**src/rtl/jli_pkg.sv**
```systemverilog
// package: payload types and register codes of the joint loopback integrator
`default_nettype none
package jli_pkg;

  localparam int CMD_W  = 32;
  localparam int TIME_W = 48;
  localparam int PER_W  = 31;
  localparam int DT_W   = TIME_W + 1;
  localparam int CFG_IW = 2;

  localparam logic [CFG_IW-1:0] CFG_JOINT_COUNT = 2'd0;
  localparam logic [CFG_IW-1:0] CFG_MODE_MAP    = 2'd1;

  localparam logic [1:0] MODE_POS = 2'd0;
  localparam logic [1:0] MODE_VEL = 2'd1;
  localparam logic [1:0] MODE_EFF = 2'd2;

  localparam logic [3:0]  JOINT_COUNT_RST = 4'd3;
  localparam logic [15:0] MODE_MAP_RST    = 16'd21;

  typedef struct packed {
    logic [2:0]              joint;
    logic signed [CMD_W-1:0] command;
    logic signed [CMD_W-1:0] desired_command;
    logic [TIME_W-1:0]       time_now;
    logic [PER_W-1:0]        period;
    logic                    end_of_tick;
  } in_t;

  typedef struct packed {
    logic [2:0]              joint_out;
    logic signed [CMD_W-1:0] position;
    logic signed [CMD_W-1:0] velocity;
    logic signed [CMD_W-1:0] effort;
    logic signed [CMD_W-1:0] desired_relay;
    logic [1:0]              mode_out;
  } out_t;

endpackage
`default_nettype wire

```
**src/rtl/joint_loopback_integrator_unit.sv**
```systemverilog
// top level: joint loopback integrator with one bit-serial divide/multiply unit
// each item passes S_SETUP, then S_LOAD, S_RUN and S_DONE for each step, then S_FIN to out_valid
// position mode runs two divides, velocity a multiply and a divide, effort two multiplies, an unused mode none
// one item at a time, next one taken once the last has left S_FIN; divider, multiplier and output stalls set the rate
// a zero step or an unused joint goes from S_SETUP back to S_IDLE with no result
// synchronous reset clears joint state and last tick time, sets joint_count 3, mode_map 21
`default_nettype none
module joint_loopback_integrator_unit #(
  parameter int MAX_JOINTS    = 8,
  parameter int FRACTION_BITS = 16
) (
  input  wire logic                     clk,
  input  wire logic                     rst,
  input  wire logic                     in_valid,
  output logic                          in_ready,
  input  wire jli_pkg::in_t             in_data,
  output logic                          out_valid,
  input  wire logic                     out_ready,
  output jli_pkg::out_t                 out_data,
  input  wire logic                     cfg_valid,
  output logic                          cfg_ready,
  input  wire logic [jli_pkg::CFG_IW-1:0] cfg_index,
  input  wire logic [15:0]              cfg_data
);
  import jli_pkg::*;

  localparam int JW   = (MAX_JOINTS > 1) ? $clog2(MAX_JOINTS) : 1;
  localparam int NW   = CMD_W + 1 + FRACTION_BITS;
  localparam int AW   = CMD_W + DT_W;
  localparam int QW   = AW - FRACTION_BITS;
  localparam int CW   = $clog2(NW + 1);
  localparam int CAPW = 35;
  localparam logic [QW-1:0] CAP = QW'(64'd1 << 34);

  typedef enum logic [5:0] {
    S_IDLE  = 6'b000001,
    S_SETUP = 6'b000010,
    S_LOAD  = 6'b000100,
    S_RUN   = 6'b001000,
    S_DONE  = 6'b010000,
    S_FIN   = 6'b100000
  } state_t;

  state_t state;

  logic [3:0]  joint_count;
  logic [15:0] mode_map;
  logic signed [CMD_W-1:0] joint_position [MAX_JOINTS];
  logic signed [CMD_W-1:0] joint_velocity [MAX_JOINTS];
  logic signed [CMD_W-1:0] joint_effort   [MAX_JOINTS];
  logic signed [CMD_W-1:0] last_command   [MAX_JOINTS];
  logic [TIME_W-1:0]       last_tick_time;

  in_t              item;
  logic [JW-1:0]    jidx;
  logic [1:0]       mode;
  logic             step;
  logic [DT_W-1:0]  dmag;
  logic             dneg;
  logic signed [CMD_W-1:0] r_p, r_v, r_e, prev, pv;

  logic [CW-1:0]    cnt;
  logic             is_div, neg;
  logic [NW-1:0]    quo;
  logic [DT_W:0]    rem;
  logic [AW-1:0]    acc, breg;
  logic [CMD_W-1:0] amag;
  logic signed [CMD_W-1:0] xreg;

  // setup values
  logic [DT_W-1:0] dt;
  logic            in_use;
  always_comb begin
    if (last_tick_time == '0) dt = DT_W'(item.period);
    else dt = {1'b0, item.time_now} - {1'b0, last_tick_time};
    in_use = ({1'b0, item.joint} < joint_count) && (32'(item.joint) < MAX_JOINTS);
  end

  // operand selection for the current step
  logic                    op_div;
  logic signed [CMD_W:0]   op_diff;
  logic signed [CMD_W-1:0] op_v, op_x;
  always_comb begin
    op_div  = 1'b1;
    op_diff = (CMD_W+1)'(item.command) - (CMD_W+1)'(prev);
    op_v    = item.command;
    op_x    = r_p;
    case (mode)
      MODE_POS: begin
        if (step) op_diff = (CMD_W+1)'(r_v) - (CMD_W+1)'(pv);
      end
      MODE_VEL: begin
        op_div = step;
      end
      MODE_EFF: begin
        op_div = 1'b0;
        if (!step) op_x = r_v;
        else op_v = r_v;
      end
      default: begin
        op_div = 1'b1;
      end
    endcase
  end

  // one restoring divide step
  logic [DT_W:0] rem_sh;
  logic          ge;
  always_comb begin
    rem_sh = {rem[DT_W-1:0], quo[NW-1]};
    ge     = rem_sh >= {1'b0, dmag};
  end

  // result of the finished operation
  logic signed [CMD_W-1:0] div_res, mul_res;
  logic [QW-1:0]           q;
  logic [CAPW-1:0]         qc;
  logic signed [CAPW+1:0]  sum;
  always_comb begin
    if (!neg) begin
      if (quo > NW'(32'h7fffffff)) div_res = 32'sh7fffffff;
      else div_res = signed'(quo[CMD_W-1:0]);
    end else begin
      if (quo > NW'(33'h080000000)) div_res = 32'sh80000000;
      else div_res = signed'(~quo[CMD_W-1:0] + 32'd1);
    end
    q  = acc[AW-1:FRACTION_BITS];
    qc = (q > CAP) ? CAPW'(CAP) : q[CAPW-1:0];
    if (neg) sum = (CAPW+2)'(xreg) - signed'({2'b0, qc});
    else sum = (CAPW+2)'(xreg) + signed'({2'b0, qc});
    if (sum > (CAPW+2)'(32'sh7fffffff)) mul_res = 32'sh7fffffff;
    else if (sum < (CAPW+2)'(32'sh80000000)) mul_res = 32'sh80000000;
    else mul_res = sum[CMD_W-1:0];
  end

  logic signed [CMD_W-1:0] op_res;
  assign op_res = is_div ? div_res : mul_res;

  assign in_ready  = (state == S_IDLE);
  assign cfg_ready = 1'b1;

  always_ff @(posedge clk) begin
    if (rst) begin
      state          <= S_IDLE;
      out_valid      <= 1'b0;
      joint_count    <= JOINT_COUNT_RST;
      mode_map       <= MODE_MAP_RST;
      last_tick_time <= '0;
      for (int i = 0; i < MAX_JOINTS; i++) begin
        joint_position[i] <= '0;
        joint_velocity[i] <= '0;
        joint_effort[i]   <= '0;
        last_command[i]   <= '0;
      end
    end else begin
      if (cfg_valid) begin
        case (cfg_index)
          CFG_JOINT_COUNT: joint_count <= cfg_data[3:0];
          CFG_MODE_MAP:    mode_map <= cfg_data;
          default: ;
        endcase
      end
      if (state == S_FIN && (!out_valid || out_ready)) out_valid <= 1'b1;
      else if (out_ready) out_valid <= 1'b0;
      case (state)
        S_IDLE: begin
          if (in_valid) begin
            item  <= in_data;
            state <= S_SETUP;
          end
        end
        S_SETUP: begin
          jidx <= JW'(item.joint);
          mode <= mode_map[{item.joint, 1'b0} +: 2];
          step <= 1'b0;
          dmag <= dt[DT_W-1] ? -dt : dt;
          dneg <= dt[DT_W-1];
          r_p  <= joint_position[JW'(item.joint)];
          r_v  <= joint_velocity[JW'(item.joint)];
          r_e  <= joint_effort[JW'(item.joint)];
          pv   <= joint_velocity[JW'(item.joint)];
          prev <= last_command[JW'(item.joint)];
          if (dt == '0) begin
            state <= S_IDLE;
          end else begin
            if (item.end_of_tick) last_tick_time <= item.time_now;
            if (!in_use) begin
              state <= S_IDLE;
            end else begin
              case (mode_map[{item.joint, 1'b0} +: 2])
                MODE_POS: begin
                  r_p   <= item.command;
                  state <= S_LOAD;
                end
                MODE_VEL: begin
                  r_v   <= item.command;
                  state <= S_LOAD;
                end
                MODE_EFF: begin
                  r_e   <= item.command;
                  state <= S_LOAD;
                end
                default: state <= S_FIN;
              endcase
            end
          end
        end
        S_LOAD: begin
          is_div <= op_div;
          rem    <= '0;
          acc    <= '0;
          xreg   <= op_x;
          if (op_div) begin
            quo <= {(op_diff[CMD_W] ? -op_diff : op_diff), {FRACTION_BITS{1'b0}}};
            neg <= op_diff[CMD_W] ^ dneg;
            cnt <= CW'(NW);
          end else begin
            amag <= op_v[CMD_W-1] ? -op_v : op_v;
            breg <= AW'(dmag);
            neg  <= op_v[CMD_W-1] ^ dneg;
            cnt  <= CW'(CMD_W);
          end
          state <= S_RUN;
        end
        S_RUN: begin
          if (is_div) begin
            rem <= ge ? rem_sh - {1'b0, dmag} : rem_sh;
            quo <= {quo[NW-2:0], ge};
          end else begin
            if (amag[0]) acc <= acc + breg;
            amag <= amag >> 1;
            breg <= breg << 1;
          end
          cnt <= cnt - CW'(1);
          if (cnt == CW'(1)) state <= S_DONE;
        end
        S_DONE: begin
          case (mode)
            MODE_POS: begin
              if (step) r_e <= op_res;
              else r_v <= op_res;
            end
            MODE_VEL: begin
              if (step) r_e <= op_res;
              else r_p <= op_res;
            end
            default: begin
              if (step) r_p <= op_res;
              else r_v <= op_res;
            end
          endcase
          step  <= 1'b1;
          state <= step ? S_FIN : S_LOAD;
        end
        S_FIN: begin
          if (!out_valid || out_ready) begin
            joint_position[jidx] <= r_p;
            joint_velocity[jidx] <= r_v;
            joint_effort[jidx]   <= r_e;
            last_command[jidx]   <= item.command;
            out_data.joint_out     <= item.joint;
            out_data.position      <= r_p;
            out_data.velocity      <= r_v;
            out_data.effort        <= r_e;
            out_data.desired_relay <= (mode == MODE_POS || mode == MODE_VEL ||
                                       mode == MODE_EFF) ? item.desired_command : '0;
            out_data.mode_out      <= mode;
            state     <= S_IDLE;
          end
        end
        default: state <= S_IDLE;
      endcase
    end
  end

`ifndef SYNTHESIS
  a_busy_after_accept: assert property (@(posedge clk) disable iff (rst)
    in_valid && in_ready |=> !in_ready)
    else $error("input taken while an item is in work");

  a_unused_mode_no_relay: assert property (@(posedge clk) disable iff (rst)
    out_valid && out_data.mode_out == 2'd3 |-> out_data.desired_relay == '0)
    else $error("relay not cleared for an unused mode");

  a_counter_bound: assert property (@(posedge clk) disable iff (rst)
    state == S_RUN |-> cnt != '0 && cnt <= CW'(NW))
    else $error("iteration counter out of range");
`endif

endmodule
`default_nettype wire

```
**config.mk**
```make
export PLATFORM = sky130hd
export DESIGN_NAME = joint_loopback_integrator_unit
export DESIGN_NICKNAME = d
export VERILOG_FILES = /design/src/rtl/jli_pkg.sv /design/src/rtl/joint_loopback_integrator_unit.sv
export SDC_FILE = /design/constraint.sdc
export NUM_CORES = 2
export LEC_CHECK = 0
export ABC_AREA = 1
export BUFFER_PORTS_ARGS = -buffer_cell sky130_fd_sc_hd__buf_2
export CAP_MARGIN = 30
export CORE_MARGIN = 4
export CORE_UTILIZATION = 40
export DETAILED_ROUTE_END_ITERATION = 16
export GPL_ROUTABILITY_DRIVEN = 0
export PLACE_DENSITY = 0.52
export SYNTH_ARGS = -nofsm -noshare
export SYNTH_HDL_FRONTEND = slang
export SYNTH_SLANG_ARGS = --single-unit
```
**constraint.sdc**
```tcl
create_clock -name clk -period 15.71 [get_ports clk]
set_input_delay 0 -clock clk [delete_from_list [all_inputs] [get_ports clk]]
set_output_delay 0 -clock clk [all_outputs]
set_load 0.05 [all_outputs]
```
# == Yosys cells after proc, flatten, opt, wreduce, memory -nomap -nowiden ==
# Memories as Yosys holds them, arrays and structs flattened. A register that Yosys moved wholly into a read port is not among the register bits.
# Index checks and enable logic that the tools add are counted.
# op_classes
magnitude_cmp,7
n_addsub,12
mux,86
shifts,1
bitwise,5
reduce_logical,36
n_eq_ne,27
# ops
operator,n
2-to-1 mux 32 bit,30
2-to-1 mux 81 bit,4
case mux 81 bit (2 select lines),2
case mux 32 bit (2 select lines),5
2-to-1 mux 49 bit,5
case mux 49 bit (2 select lines),2
OR reduction 32 bit,4
2-to-1 mux 33 bit,3
adder 81 bit,1
subtractor 32 x 32 -> 33 bit,2
> comparator 65 x 35 -> 1 bit (second input constant),1
greater-or-equal comparator 50 x 49 -> 1 bit,1
> comparator 49 x 31 -> 1 bit (second input constant),1
> comparator 49 x 32 -> 1 bit (second input constant),1
zero test 49 bit,1
negator 49 bit,1
subtractor 48 x 48 -> 49 bit,1
subtractor 49 bit,1
zero test 48 bit,1
2-to-1 mux 48 bit,1
2-to-1 mux 6 bit,7
adder 32 x 36 -> 37 bit,1
> comparator 37 x 32 -> 1 bit (second input constant),1
less-than comparator 37 x 32 -> 1 bit (second input constant),1
other kinds (40),96
# word_totals
memories,4
mem_bits_rw,1024
wordCells,214
inputBits,170
out_inout_bits,136
ff_bits,871
# mem_list
memory,depth,width,rd,rd_clocked_by_memory_dff,write_ports,line,rtl
joint_effort,8,32,1,1,8,joint_loopback_integrator_unit.sv:50,logic signed [CMD_W-1:0] joint_effort [MAX_JOINTS];
joint_position,8,32,1,1,8,joint_loopback_integrator_unit.sv:48,logic signed [CMD_W-1:0] joint_position [MAX_JOINTS];
joint_velocity,8,32,1,1,8,joint_loopback_integrator_unit.sv:49,logic signed [CMD_W-1:0] joint_velocity [MAX_JOINTS];
last_command,8,32,1,1,8,joint_loopback_integrator_unit.sv:51,logic signed [CMD_W-1:0] last_command [MAX_JOINTS];

# == Logic depth before layout (Yosys ltp) ==
# depth
ltp_word,11
depth_mapped,42
depth_no_buf,41

# == Worst setup path before layout ==
# No wires, ideal clock.
# synth_timing
path_kind,flip-flop to flip-flop
start,register state[2]
end,"memory joint_effort[0][0], enable pin"
t_required_ns,15.218
path_buffers,2
t_arrival_ns,13.937
path_stages_with_launch,12
setup_slack_ns,1.281
period_less_slack_ns,14.429
setup_ns,0.492
cell_sequence,dfxtp_1 -> nor2_1 -> inv_1 -> nor2_1 -> nand3_1 -> nor3_1 -> inv_1 -> nor2_1 -> nand2_1 -> clkbuf_1 -> buf_1 -> nand2_1
# synth_rtl
item,line,rtl
"start, declared",joint_loopback_integrator_unit.sv:44,state_t state;
"start signal, assigned",joint_loopback_integrator_unit.sv:253,state <= step ? S_FIN : S_LOAD;
"end, declared",joint_loopback_integrator_unit.sv:50,

# == Worst setup path after layout ==
# layout_timing
start,register acc[24]
end,"register r_p[30], data pin"
# layout_between
elab_chain_cells,11
word_cells_on_any_way,14
classes_between,add/sub (2); order compare (3); mux (9)
# layout_lines
item,line,rtl
"start, declared",joint_loopback_integrator_unit.sv:66,"logic [AW-1:0] acc, breg;"
"start signal, assigned",joint_loopback_integrator_unit.sv:230,if (amag[0]) acc <= acc + breg;
> comparator 65 x 35 -> 1 bit,joint_loopback_integrator_unit.sv:128,qc = (q > CAP) ? CAPW'(CAP) : q[CAPW-1:0];
2-to-1 mux 35 bit *,joint_loopback_integrator_unit.sv:128,
adder 32 x 36 -> 37 bit / subtractor 32 x 36 -> 37 bit (equally long branches),"joint_loopback_integrator_unit.sv:130, joint_loopback_integrator_unit.sv:129",
2-to-1 mux 37 bit *,joint_loopback_integrator_unit.sv:129,"if (neg) sum = (CAPW+2)'(xreg) - signed'({2'b0, qc});"
less-than comparator 37 x 32 -> 1 bit,joint_loopback_integrator_unit.sv:132,else if (sum < (CAPW+2)'(32'sh80000000)) mul_res = 32'sh80000000;
2-to-1 mux 32 bit,joint_loopback_integrator_unit.sv:132,
2-to-1 mux 32 bit *,joint_loopback_integrator_unit.sv:131,if (sum > (CAPW+2)'(32'sh7fffffff)) mul_res = 32'sh7fffffff;
2-to-1 mux 32 bit *,joint_loopback_integrator_unit.sv:137,assign op_res = is_div ? div_res : mul_res;
2-to-1 mux 32 bit (on tied branches),"joint_loopback_integrator_unit.sv:248, joint_loopback_integrator_unit.sv:244",
case mux 32 bit (2 select lines) *,joint_loopback_integrator_unit.sv:238,case (mode)
case mux 32 bit (2 select lines) *,joint_loopback_integrator_unit.sv:165,case (state)
"end signal, assigned",joint_loopback_integrator_unit.sv:178,r_p <= joint_position[JW'(item.joint)];
"end signal, assigned",joint_loopback_integrator_unit.sv:245,else r_p <= op_res;
"end signal, assigned",joint_loopback_integrator_unit.sv:248,if (step) r_p <= op_res;
"end, declared",joint_loopback_integrator_unit.sv:60,"logic signed [CMD_W-1:0] r_p, r_v, r_e, prev, pv;"
# Every way passes the cells marked *; elsewhere a longest branch is shown, timed or not. The select of a mux whose other input is x is not followed.
# A chain may end at the register's enable or synchronous reset.

==> flow_summary_export.csv <==
group,metric,value,unit
status,status,"completed",
pwr,power.switching,4060,µW
global_routing,grt_max_degree,179,
sta,fin_crit,7.04,ns
final_layout,fill_cells,25600,
sta,fin_crit_sh,44.8,%
setup_path,arrival,7.68,ns
logic_synthesis,synth_area,0.106,mm²
logic_synthesis,yosysTopAreaCell,"edfxtp_1",
floorplan,io_pins,306,
setup_path,path_common_cell,"nand2_1",
clocking,cts_resized,0,
logic_synthesis,synthCells,12300,
route,drtIter0Drc,10700,
sta,slew_violations,0,
route,ant_nets,0,
logic_synthesis,synth_warnings,0,
global_routing,grt_pass1_vias,87100,
sta,hold_violations,0,
sta,relSlewSlack,20.8,%
floorplan,rows,188,
logic_synthesis,avgSynthCellArea,8.59,µm²
floorplan,die_x,523,µm
logic_synthesis,synth_top_area_share,52.4,%
flow_run,drv_cap,0,
setup_path,required,16.35,ns
clocking,cts_root_buf,"clkbuf_16",
logic_synthesis,synth-seq-cells,1930,
sta,rsz0062_at_grt,"false",
final_layout,final_nets,13300,
global_routing,gr-usage-all-layers,27.7,%
clocking,cts_tree,"built",
placed_design,port_buffers,304,
placed_design,dp_cells,15800,
setup_path,critPathTopFamily,"simple AND/OR/NAND/NOR gates",
final_layout,final_cell_count_no_fill,16500,
logic_synthesis,synth_edf_count,1852,
logic_synthesis,ys.flop_type,"edfxtp_1",
pwr,pwr_density_cell,111,mW/mm²
final_layout,multi_input_area,0.0420,mm²
pwr,p_int,9460,µW
setup_path,startpoint_type,"flop",
route,via_per_inst,5.57,
clocking,postCtsSetupRepairBufs,0,
setup_path,critPathBufInv,5,
setup_path,critPathCaptureType,"flop",
placed_design,pre_cts_ws,8.82,ns
pwr,clkPwrFrac,37.3,%
worst_hold_path,hp-class,"input port to flop",
clocking,h-tree-depth,4,
clocking,numCtsBuffers,214,
final_layout,drive_above_1_share,7.30,%
clocking,clock-sinks,1930,
sta,setup_viol,0,
setup_path,crit_type,"flop to flop",
clocking,cts.clk_slew.worst_paths,0.06,ns
floorplan,initial_core_util,40.3,%
setup_path,path_max_fanout,17,
pwr,netSwitchingFraction,30.0,%
logic_synthesis,synth_area_leaders,"edfxtp_1, nor2_1, nand2_1",
sta,max_freq,142,MHz
global_routing,antenna_found_initial,39,
floorplan,fp.coreArea,0.263,mm²
logic_synthesis,synth_nets,12800,
final_layout,area_delta_synth_final,14.9,%
sta,max_slew.worst_pin.slew,1.18,ns
route,detailroute.via_count,92100,
floorplan,die_area,0.273,mm²
placed_design,detailed_place_hpwl,262000,µm
setup_path,slowest_delay,0.52,ns
global_routing,grt_pass1_wl,571000,µm
sta,skew,0.114,ns
floorplan,die_h,523,µm
final_layout,register_area,0.0572,mm²
pwr,p_leak,0.0493,µW
clocking,clk_latency,0.93,ns
logic_synthesis,ys_types,65,
route,postRouteWirelength,390000,µm
pwr,power_frac_seq,44.2,%
pwr,power_frac_comb,18.5,%
sta,fin_hold_ws,0.0770,ns
setup_path,critPathSlowestCell,"inv_1",
sta,fin_setup_tns,0,ns
clocking,cts_max_path_buffers,3,
logic_synthesis,ys_seq_area_share,53.9,%
pwr,ir_worst_vdd,127,µV
route,drt_pass1_iterations,8,
sta,layout_setup_ws,8.67,ns
global_routing,grt_overflow_total,0,
route,wl_per_cell,23.6,µm
route,drcViolationCount,0,
logic_synthesis,async_reset_ff_share,0,%
[path summary, 6_finish.rpt]
kind | startpoint | to | slack, ns | cells after the start
worst max-delay path | acc[24] | r_p[30] | 8.67 | 37
worst min register to register | joint_count[2] | joint_count[2] | 0.46 | 2
worst max register to register | acc[24] | r_p[30] | 8.67 | 37
worst min-delay path | cfg_data[3] | joint_count[3] | 0.08 | 4
[layout by cell type, fill, tap and decap left out, types with 166 or more instances in the layout]
| cell | Yosys | routed |
|---|---|---|
| nor2_1 | 2541 | 2536 |
| nand2_1 | 2331 | 2311 |
| edfxtp_1 | 1852 | 1852 |
| o21ai_0 | 1250 | 1249 |
| inv_1 | 1239 | 1234 |
| a21oi_1 | 617 | 614 |
| nand3_1 | 350 | 348 |
| dlygate4sd3_1 | 0 | 343 |
| buf_2 | 25 | 310 |
| ha_1 | 287 | 287 |
| clkbuf_16 | 0 | 214 |
| o22ai_1 | 166 | 166 |
[kinds of logic after synthesis]
group | Yosys count | synth area share [%]
adders and majority gates | 293 | 3.50
DFF | 1930 | 53.9
other | 1 | 0.00354
xor gates and xnor gates | 225 | 1.86
and+or+nand+nor | 5537 | 20.8
AOI/OAI and AO/OA | 2506 | 13.2
buffers and inverters | 1851 | 6.78
[state kept, by name (all words and copies together), names as in the netlist, 4 cells and up, named ones only]
| register | flops |
|---|---|
| rem | 49 |
| acc | 81 |
| r_v | 32 |
| amag | 32 |
| state | 6 |
| last_command | 256 |
| joint_position | 256 |
| last_tick_time | 48 |
| breg | 81 |
| prev | 32 |
| xreg | 32 |
| out_data | 133 |
| quo | 49 |
| pv | 32 |
| joint_count | 4 |
| item | 147 |
| joint_effort | 256 |
| r_p | 32 |
| cnt | 6 |
| joint_velocity | 256 |
| dmag | 49 |
| mode_map | 16 |
| r_e | 32 |
[metal layers]
layer	part of all wire, %	GRT usage [%]
met5	0.0021	0
met4	4.0	10.2
met3	9.5	4.75
met2	44	43.2
met1	42	38.9
[cell usage after synthesis (all sizes together), types with 106 or more instances]
master  number
a21oi      617
a31oi      106
clkbuf     461
edfxtp    1852
ha         287
inv       1259
nand2     2341
nand3      356
nor2      2552
o21ai     1360
o22ai      166
xor2       126
[stage by stage]
stage / instance area, µm² / power, µW / util [%]
detailed placement: 111000 / 8460 / 42.3
global route: 122000 / 14100 / 46.3
floorplan: 106000 / 7650 / -
global placement: 111000 / 8430 / 42.2
finish: 122000 / 13500 / 46.3
CTS: 122000 / 13600 / 46.2
[power groups by stage]
stage                     Combinational [µW]  Sequential [µW]  Clock, µW
final                                   2500             5970       5050
after floorplan                         1620             6030          0
after global placement                  2350             6080          0
after detailed placement                2380             6080          0
after CTS                               2460             5970       5130
after global routing                    2750             5980       5350
[layout make-up]
cell class | count | share of cell area, %
timing repair buffer | 806 | 5.23
inverter | 1296 | 4.02
sequential | 1930 | 46.9
clock inverter | 115 | 1.05
antenna | 19 | 0.0390
tap | 3515 | 3.61
clock buffer | 284 | 4.66
multi-input combinational | 8562 | 34.5
[worst register-to-register path: cells and delay by family, from the launching register on]
kind | cells | cell delay [ns]
AOI/OAI and AO/OA | 2 | 0.35
buffers and inverters | 5 | 1.13
and+or+nand+nor | 27 | 4.06
DFF | 1 | 0.48
adders and majority gates | 2 | 0.64
xor gates and xnor gates | 1 | 0.17
[repair_timing]
item | in CTS | in global routing
endpoints found under the hold margin | 317 | 0
hold buffers | 343 | 0
setup endpoints to repair | 0 | 0
No activity file was read; power rests on OpenSTA's default activity.
